--- src/rtl/csc_pkg.sv ---
// Package of the CORDIC sine and cosine unit: formats, angle limits and constant tables.
package csc_pkg;

  // Angle and result formats, fixed by the stream fields.
  localparam int unsigned IN_FRAC_BITS = 7;
  localparam int unsigned IN_INT_BITS = 8;
  localparam int unsigned IN_W = 1 + IN_INT_BITS + IN_FRAC_BITS;
  localparam int unsigned OUT_W = IN_FRAC_BITS + 2;
  localparam int unsigned IN_TDATA_W = ((IN_W + 7) / 8) * 8;
  localparam int unsigned OUT_TDATA_W = ((2 * OUT_W + 7) / 8) * 8;

  // Defaults of the top-level parameters, and the length of the angle table.
  localparam int unsigned DEF_ITERATIONS = 17;
  localparam int unsigned DEF_WORK_FRAC_BITS = 16;
  localparam int unsigned TABLE_LEN = 24;

  // Angle limits and unity in the input format.
  localparam logic signed [IN_W:0] LIM180 = (IN_W + 1)'(180 << IN_FRAC_BITS);
  localparam logic signed [IN_W:0] LIM90 = (IN_W + 1)'(90 << IN_FRAC_BITS);
  localparam int unsigned UNITY = 1 << IN_FRAC_BITS;

  // Constants in units of 1e-12.
  localparam logic [127:0] PICO = 128'd1000000000000;
  localparam logic [63:0] GAIN_PICO = 64'd607252935009;

  // atan(2^-i) in degrees, in units of 1e-12 degree.
  localparam logic [63:0] ATAN_PICO [TABLE_LEN] = '{
    64'd45000000000000, 64'd26565051177078, 64'd14036243467926, 64'd7125016348902,
    64'd3576334374997, 64'd1789910608246, 64'd895173710211, 64'd447614170861,
    64'd223810500369, 64'd111905677066, 64'd55952891894, 64'd27976452617,
    64'd13988227142, 64'd6994113675, 64'd3497056851, 64'd1748528427,
    64'd874264214, 64'd437132107, 64'd218566053, 64'd109283027,
    64'd54641513, 64'd27320757, 64'd13660378, 64'd6830189
  };

  // Rounds a value in units of 1e-12 to nearest at the given number of fraction bits.
  // Used at elaboration only.
  function automatic logic [63:0] pico_to_work(input logic [63:0] v, input int unsigned frac);
    logic [127:0] t;
    t = {64'd0, v} << frac;
    t = (t + PICO / 2) / PICO;
    return t[63:0];
  endfunction

  // Fold signs that travel with each word down the pipeline.
  typedef struct packed {
    logic neg_cos;
    logic neg_sin;
  } csc_flags_t;

endpackage

--- src/rtl/cordic_sin_cos_degrees_unit.sv ---
// Top level of the pipelined CORDIC sine and cosine unit for angles in degrees.
// An accepted angle passes one fold register, one register per CORDIC iteration and
// one output register on its way to its result word. Throughput: one word per cycle
// while the output is not stalled; each iteration has its own shift-add stage.
// A stall on the output freezes the whole pipeline, so nothing is lost or repeated.
// Reset is asynchronous, active low, and clears the valid bits of every stage only.
module cordic_sin_cos_degrees_unit
  import csc_pkg::*;
#(
  parameter int unsigned ITERATIONS = DEF_ITERATIONS,
  parameter int unsigned WORK_FRAC_BITS = DEF_WORK_FRAC_BITS
) (
  input  logic                   clk_i,
  input  logic                   rst_ni,
  // Input stream.
  input  logic                   s_axis_tvalid,
  output logic                   s_axis_tready,
  input  logic [IN_TDATA_W-1:0]  s_axis_tdata,   // [15:0] angle_deg
  // Output stream.
  output logic                   m_axis_tvalid,
  input  logic                   m_axis_tready,
  output logic [OUT_TDATA_W-1:0] m_axis_tdata    // [8:0] cosine, [17:9] sine, rest zero
);

  // The work format carries WORK_FRAC_BITS fraction bits. The residual angle needs
  // room for about +-100 degrees, the vector components for a little more than one.
  localparam int unsigned XW = WORK_FRAC_BITS + 3;
  localparam int unsigned ZW = WORK_FRAC_BITS + 9;
  localparam int unsigned SH = WORK_FRAC_BITS - IN_FRAC_BITS;
  localparam logic [63:0] GAIN_RAW = pico_to_work(GAIN_PICO, WORK_FRAC_BITS);
  localparam logic signed [XW-1:0] X_START = XW'(GAIN_RAW);
  localparam logic signed [XW-1:0] RND = XW'((1 << SH) - 1);
  localparam logic signed [XW-1:0] UNITY_X = XW'(UNITY);
  localparam logic signed [OUT_W-1:0] UNITY_OUT = OUT_W'(UNITY);
  localparam logic signed [ZW-1:0] Z90 = ZW'(LIM90) <<< SH;
  localparam int unsigned PAD_W = OUT_TDATA_W - 2 * OUT_W;

  // The pipeline advances whenever the output register is empty or being drained.
  logic en;
  assign en = !m_axis_tvalid || m_axis_tready;
  assign s_axis_tready = en;

  // Fold stage: clamp to +-180 degrees, then fold into +-90 degrees. The fold
  // signs are kept aside and applied once after the last iteration.
  logic signed [IN_W:0]  ang_in, ang_clip, ang_fold;
  csc_flags_t            fold_flags;

  assign ang_in = (IN_W + 1)'($signed(s_axis_tdata[IN_W-1:0]));

  always_comb begin
    if (ang_in > LIM180) begin
      ang_clip = LIM180;
    end else if (ang_in < -LIM180) begin
      ang_clip = -LIM180;
    end else begin
      ang_clip = ang_in;
    end
    fold_flags = '0;
    if (ang_clip > LIM90) begin
      ang_fold = LIM180 - ang_clip;
      fold_flags.neg_cos = 1'b1;
    end else if (ang_clip < -LIM90) begin
      ang_fold = LIM180 + ang_clip;
      fold_flags.neg_cos = 1'b1;
      fold_flags.neg_sin = 1'b1;
    end else begin
      ang_fold = ang_clip;
    end
  end

  // Stage signals: index 0 is the fold register, index k + 1 follows iteration k.
  logic                 vld_w   [ITERATIONS+1];
  logic signed [XW-1:0] x_w     [ITERATIONS+1];
  logic signed [XW-1:0] y_w     [ITERATIONS+1];
  logic signed [ZW-1:0] z_w     [ITERATIONS+1];
  csc_flags_t           flags_w [ITERATIONS+1];

  logic                 fold_vld_q;
  logic signed [ZW-1:0] fold_z_q;
  csc_flags_t           fold_flags_q;

  always_ff @(posedge clk_i or negedge rst_ni) begin
    if (!rst_ni) begin
      fold_vld_q <= 1'b0;
    end else if (en) begin
      fold_vld_q <= s_axis_tvalid;
    end
  end

  always_ff @(posedge clk_i) begin
    if (en) begin
      fold_z_q     <= ZW'(ang_fold) <<< SH;
      fold_flags_q <= fold_flags;
    end
  end

  // Every word starts from the vector (K, 0).
  assign vld_w[0]   = fold_vld_q;
  assign x_w[0]     = X_START;
  assign y_w[0]     = '0;
  assign z_w[0]     = fold_z_q;
  assign flags_w[0] = fold_flags_q;

  for (genvar k = 0; k < ITERATIONS; k++) begin : g_iter
    csc_iter #(
      .STAGE          (k),
      .WORK_FRAC_BITS (WORK_FRAC_BITS)
    ) u_iter (
      .clk_i   (clk_i),
      .rst_ni  (rst_ni),
      .en_i    (en),
      .vld_i   (vld_w[k]),
      .x_i     (x_w[k]),
      .y_i     (y_w[k]),
      .z_i     (z_w[k]),
      .flags_i (flags_w[k]),
      .vld_o   (vld_w[k+1]),
      .x_o     (x_w[k+1]),
      .y_o     (y_w[k+1]),
      .z_o     (z_w[k+1]),
      .flags_o (flags_w[k+1])
    );
  end

  // Output stage: apply the fold signs, truncate toward zero to the result
  // format and saturate to +-1.0.
  logic signed [XW-1:0]    cos_n, sin_n, cos_t, sin_t, cos_s, sin_s;
  logic signed [OUT_W-1:0] cos_q, sin_q;
  logic                    out_vld_q;

  assign cos_n = flags_w[ITERATIONS].neg_cos ? -x_w[ITERATIONS] : x_w[ITERATIONS];
  assign sin_n = flags_w[ITERATIONS].neg_sin ? -y_w[ITERATIONS] : y_w[ITERATIONS];
  assign cos_t = cos_n[XW-1] ? ((cos_n + RND) >>> SH) : (cos_n >>> SH);
  assign sin_t = sin_n[XW-1] ? ((sin_n + RND) >>> SH) : (sin_n >>> SH);

  always_comb begin
    if (cos_t > UNITY_X) begin
      cos_s = UNITY_X;
    end else if (cos_t < -UNITY_X) begin
      cos_s = -UNITY_X;
    end else begin
      cos_s = cos_t;
    end
    if (sin_t > UNITY_X) begin
      sin_s = UNITY_X;
    end else if (sin_t < -UNITY_X) begin
      sin_s = -UNITY_X;
    end else begin
      sin_s = sin_t;
    end
  end

  always_ff @(posedge clk_i or negedge rst_ni) begin
    if (!rst_ni) begin
      out_vld_q <= 1'b0;
    end else if (en) begin
      out_vld_q <= vld_w[ITERATIONS];
    end
  end

  always_ff @(posedge clk_i) begin
    if (en) begin
      cos_q <= cos_s[OUT_W-1:0];
      sin_q <= sin_s[OUT_W-1:0];
    end
  end

  assign m_axis_tvalid = out_vld_q;
  assign m_axis_tdata  = {PAD_W'(0), sin_q, cos_q};

`ifndef ASSERT_OFF
  // The saturation keeps both results within +-1.0.
  a_cos_range : assert property (@(posedge clk_i) disable iff (!rst_ni)
    m_axis_tvalid |-> (cos_q <= UNITY_OUT && cos_q >= -UNITY_OUT))
    else $error("cosine beyond unity");
  a_sin_range : assert property (@(posedge clk_i) disable iff (!rst_ni)
    m_axis_tvalid |-> (sin_q <= UNITY_OUT && sin_q >= -UNITY_OUT))
    else $error("sine beyond unity");
  // The fold leaves a residual angle within +-90 degrees.
  a_fold_range : assert property (@(posedge clk_i) disable iff (!rst_ni)
    fold_vld_q |-> (fold_z_q <= Z90 && fold_z_q >= -Z90))
    else $error("folded angle beyond ninety degrees");
  // A stall freezes the first stage together with the last iteration stage.
  a_stall_hold : assert property (@(posedge clk_i) disable iff (!rst_ni)
    !en |=> ($stable(fold_vld_q) && $stable(vld_w[ITERATIONS])))
    else $error("pipeline moved during a stall");
`endif

endmodule

--- src/rtl/csc_iter.sv ---
// One CORDIC rotation iteration with its pipeline register.
module csc_iter
  import csc_pkg::*;
#(
  parameter int unsigned STAGE = 0,
  parameter int unsigned WORK_FRAC_BITS = DEF_WORK_FRAC_BITS,
  localparam int unsigned XW = WORK_FRAC_BITS + 3,
  localparam int unsigned ZW = WORK_FRAC_BITS + 9
) (
  input  logic                 clk_i,
  input  logic                 rst_ni,
  input  logic                 en_i,
  input  logic                 vld_i,
  input  logic signed [XW-1:0] x_i,
  input  logic signed [XW-1:0] y_i,
  input  logic signed [ZW-1:0] z_i,
  input  csc_flags_t           flags_i,
  output logic                 vld_o,
  output logic signed [XW-1:0] x_o,
  output logic signed [XW-1:0] y_o,
  output logic signed [ZW-1:0] z_o,
  output csc_flags_t           flags_o
);

  localparam logic [63:0] DA_RAW = pico_to_work(ATAN_PICO[STAGE], WORK_FRAC_BITS);
  localparam logic signed [ZW-1:0] DA = ZW'(DA_RAW);

  logic signed [XW-1:0] dx, dy, x_d, y_d, x_q, y_q;
  logic signed [ZW-1:0] z_d, z_q;
  csc_flags_t           flags_q;
  logic                 vld_q;

  assign dx = x_i >>> STAGE;
  assign dy = y_i >>> STAGE;

  // A zero residual rotates in the positive direction.
  always_comb begin
    if (z_i[ZW-1]) begin
      x_d = x_i + dy;
      y_d = y_i - dx;
      z_d = z_i + DA;
    end else begin
      x_d = x_i - dy;
      y_d = y_i + dx;
      z_d = z_i - DA;
    end
  end

  always_ff @(posedge clk_i or negedge rst_ni) begin
    if (!rst_ni) begin
      vld_q <= 1'b0;
    end else if (en_i) begin
      vld_q <= vld_i;
    end
  end

  always_ff @(posedge clk_i) begin
    if (en_i) begin
      x_q     <= x_d;
      y_q     <= y_d;
      z_q     <= z_d;
      flags_q <= flags_i;
    end
  end

  assign vld_o   = vld_q;
  assign x_o     = x_q;
  assign y_o     = y_q;
  assign z_o     = z_q;
  assign flags_o = flags_q;

endmodule

--- config.mk ---
export PLATFORM = sky130hd
export DESIGN_NAME = cordic_sin_cos_degrees_unit
export DESIGN_NICKNAME = d
export VERILOG_FILES = /design/src/rtl/csc_pkg.sv /design/src/rtl/cordic_sin_cos_degrees_unit.sv /design/src/rtl/csc_iter.sv
export SDC_FILE = /design/constraint.sdc
export NUM_CORES = 2
export LEC_CHECK = 0
export ABC_AREA = 1
export BUFFER_PORTS_ARGS = -buffer_cell sky130_fd_sc_hd__buf_2
export CAP_MARGIN = 10
export CELL_PAD_IN_SITES_DETAIL_PLACEMENT = 0
export CELL_PAD_IN_SITES_GLOBAL_PLACEMENT = 2
export CORE_UTILIZATION = 30
export CTS_BUF_LIST = sky130_fd_sc_hd__clkbuf_4 sky130_fd_sc_hd__clkbuf_8 sky130_fd_sc_hd__clkbuf_16
export DETAILED_ROUTE_END_ITERATION = 8
export GPL_TIMING_DRIVEN = 0
export PLACE_DENSITY = 0.72
export SLEW_MARGIN = 15
export SYNTH_ARGS = -nofsm -noshare
export SYNTH_HDL_FRONTEND = slang
export SYNTH_SLANG_ARGS = --single-unit
--- constraint.sdc ---
create_clock -name clk_i -period 117 [get_ports clk_i]
set_clock_uncertainty 0.2 [all_clocks]
set_input_delay 17.55 -clock clk_i [delete_from_list [all_inputs] [get_ports clk_i]]
set_output_delay 17.55 -clock clk_i [all_outputs]
set_load 0.005 [all_outputs]
==> flow_summary.toml <==
[run_status]
status = "complete, no violations"

[setup_path]
max_stage_delay_ns = 0.47
end_kind = "output pin"
cp_common_cell = "buf_2"
path_class = "primary input to output pin"
crit_buf_inv = 4
cp_max_fo = 22
reg2reg_slack_ns = 112.16
cp_slowest_cell = "clkbuf_4"
cp_data_arrival_time_ns = 18.41
critPathLaunchType = "primary input"
cp_top_family = "buffers and inverters"
required_ns = 99.25
path_cells = "buf_2 > inv_1 > nand2_1 > clkbuf_4 > buf_2"

[synthesis]
yosysWarnings = 0
netlist_area_sq_um = 80400
synthArstFlopShare_pct = 1.83
yosysTopAreaCellShare_pct = 38.0
yosys-top-cells-area = "edfxtp_1 38%, ha_1 15%, xor2_1 7.4%"
synthDistinctLibCells = 65
ys.flop_type = "edfxtp_1"
syn_avg_cell_area_sq_um = 8.99
synth_edf_count = 1018
synth_seq_area_share_pct = 38.6
ys_ff_latch = 1037
syn_inst = 8947
yosysTopAreaCell = "edfxtp_1"

[place]
gp_congestion = 0.850
portBuffers = 39
dpl_worst_slack_ns = 80.75
dpl.hpwl_mm = 166

[grt]
grt_pass1_vias = 61476
grt_max_degree = 64
antenna_found_initial = 2
grt_pass1_wl_mm = 326
overflow = 0
grtUsageTotal_pct = 14.9

[drt]
antenna_left = 0
routed_wl_mm = 205
dr.pass1.iters = 5
vias_per_cell = 4.79
drc_errors = 0
vias = 61242
drtIter0Drc = 3132
wl_per_cell_um = 16.0

[timing]
worst_slack_ns = 80.84
slew_headroom_pct = 30.5
fin_tns_setup_ns = 0
fmaxAchievable_mhz = 27.7
finalMaxSlewViolations = 0
setup_viol = 0
finalCritPeriodShare_pct = 30.9
worst_slew_pin_slew_ns = 1.04
period_needed_ns = 36.16
hold_violations = 0
rsz0062_at_grt = "false"

[final_layout]
final_common_cell = "nand2_1"
multi_input_area_sq_um = 45800
fin_util_pct = 34.0
ff_latch_area_sq_um = 31000
n_fill_cell = 27342
final_cell_mix = "1564 x nand2_1, 1018 x edfxtp_1, 964 x a21oi_1"
fin_nets = 10187
syn_to_final_growth_pct = 12.3
drive_gt1_share_pct = 4.48

[clock_network]
clockRootBuffer = "clkbuf_16"
holdBufCountCts = 0
post_cts_resized = 0
cts_setup_buffers = 0
cts_tree = "yes"
clock_path_buffers = 4
path_clk_slew_ns = 0.05
cts.sinks = 1037
clkLatencyLatePin_ns = 0.81
cts_max_level = 4
cts_buffers = 145

[die]
rows = 189
fp.dieW_um = 520
start_util_pct = 30.3
die_h_um = 520
die_area_sq_um = 270000
io_pins = 46
core_area_sq_um = 266000

[worst_hold_path]
worst_hold_path_type = "register to register"

[run]
cap_violations = 0
sequential cells by signal (all words and copies together), names as in the netlist:
| register | cells |
|---|---|
| fold_z_q | 16 |
| sin_q | 9 |
| g_iter.u_iter.flags_o | 34 |
| g_iter.u_iter.x_o | 299 |
| cos_q | 9 |
| fold_vld_q | 1 |
| g_iter.u_iter.vld_o | 17 |
| flags_w | 2 |
| m_axis_tvalid | 1 |
| g_iter.u_iter.y_o | 302 |
| g_iter.u_iter.z_o | 347 |
worst reg2reg max path: cells and delay by family, from the launching register on:
family	cells	cell delay, ns
compound gates	3	0.79
xor+xnor	1	0.33
fa+ha+maj	1	0.17
buf+inv	2	1.22
flops	1	0.86
simple gates	7	1.01
routing by layer:
metal  wire length [um]  part of all wire (%)  global-route usage, %  vias up
li1                   -                     -                      -    31921
met1              91700                    45                   18.2    28196
met2              99300                    48                   26.5      803
met3               5990                   2.9                   1.97      322
met4               8010                   3.9                   5.66        0
met5                  0                     0                      0        -
area by class of cell:
class / count / area share [%]
repair buffers: 61 / 0.837
clock inverters: 72 / 0.895
plain buffers: 66 / 0.357
multi-input cells: 6976 / 50.7
well taps: 3533 / 4.89
diodes: 1 / 0.00277
inverters: 874 / 3.63
clock buffers: 173 / 4.31
flip-flops and latches: 1037 / 34.4
cell usage after synthesis (all sizes together), types with 19 or more instances:
cell type	instances
a21boi	58
dfrtp	19
nor3	160
edfxtp	1018
a31oi	126
nand2	1588
ha	960
a21o	34
a21oi	968
fa	46
o211ai	98
nor4	30
xor2	684
o31ai	78
nor2	615
buf	21
o21ai	577
xnor2	377
inv	871
clkbuf	45
nand3	292
o21bai	22
nand4	100
nor3b	39
final timing paths:
kind	from	end	depth (start not counted)
max	m_axis_tready	s_axis_tready	5
min in group asynchronous	rst_ni	g_iter[15].u_iter.vld_o$_DFFE_PN0P_	1
min reg2reg	flags_w[34]$_SDFFCE_PP0P_	g_iter[0].u_iter.flags_o[0]$_DFFE_PP_	0
min	flags_w[34]$_SDFFCE_PP0P_	g_iter[0].u_iter.flags_o[0]$_DFFE_PP_	0
max in group asynchronous	rst_ni	g_iter[7].u_iter.vld_o$_DFFE_PN0P_	1
max reg2reg	g_iter[1].u_iter.z_o[24]$_DFFE_PP_	g_iter[2].u_iter.x_o[17]$_DFFE_PP_	14
through the flow:
step | hold slack [ns] | cells | area [sq um]
final | 0.214 | 12793 | 90300
after global placement | 0.201 | 12525 | 85100
after CTS | 0.214 | 12792 | 90300
after detailed placement | 0.205 | 12547 | 85600
after floorplan | 0.200 | 8953 | 80400
after global routing | 0.221 | 12793 | 90300
kinds of logic (layout without fill, tap and decap cells):
| group | count (synthesis) | in the layout | share of synthesized area, % |
|---|---|---|---|
| simple gates | 2866 | 2866 | 15.1 |
| xor+xnor | 1061 | 1061 | 11.6 |
| fa+ha+maj | 1006 | 1006 | 16.1 |
| compound gates | 2019 | 2019 | 13.9 |
| mux | 17 | 17 | 0.238 |
| other cells | 1 | 8 | 0.00466 |
| flops | 1037 | 1037 | 38.6 |
| buf+inv | 940 | 1246 | 4.46 |
Power is not shown: default switching activity piles up to over one toggle a cycle in this logic, so the estimate is an artifact.
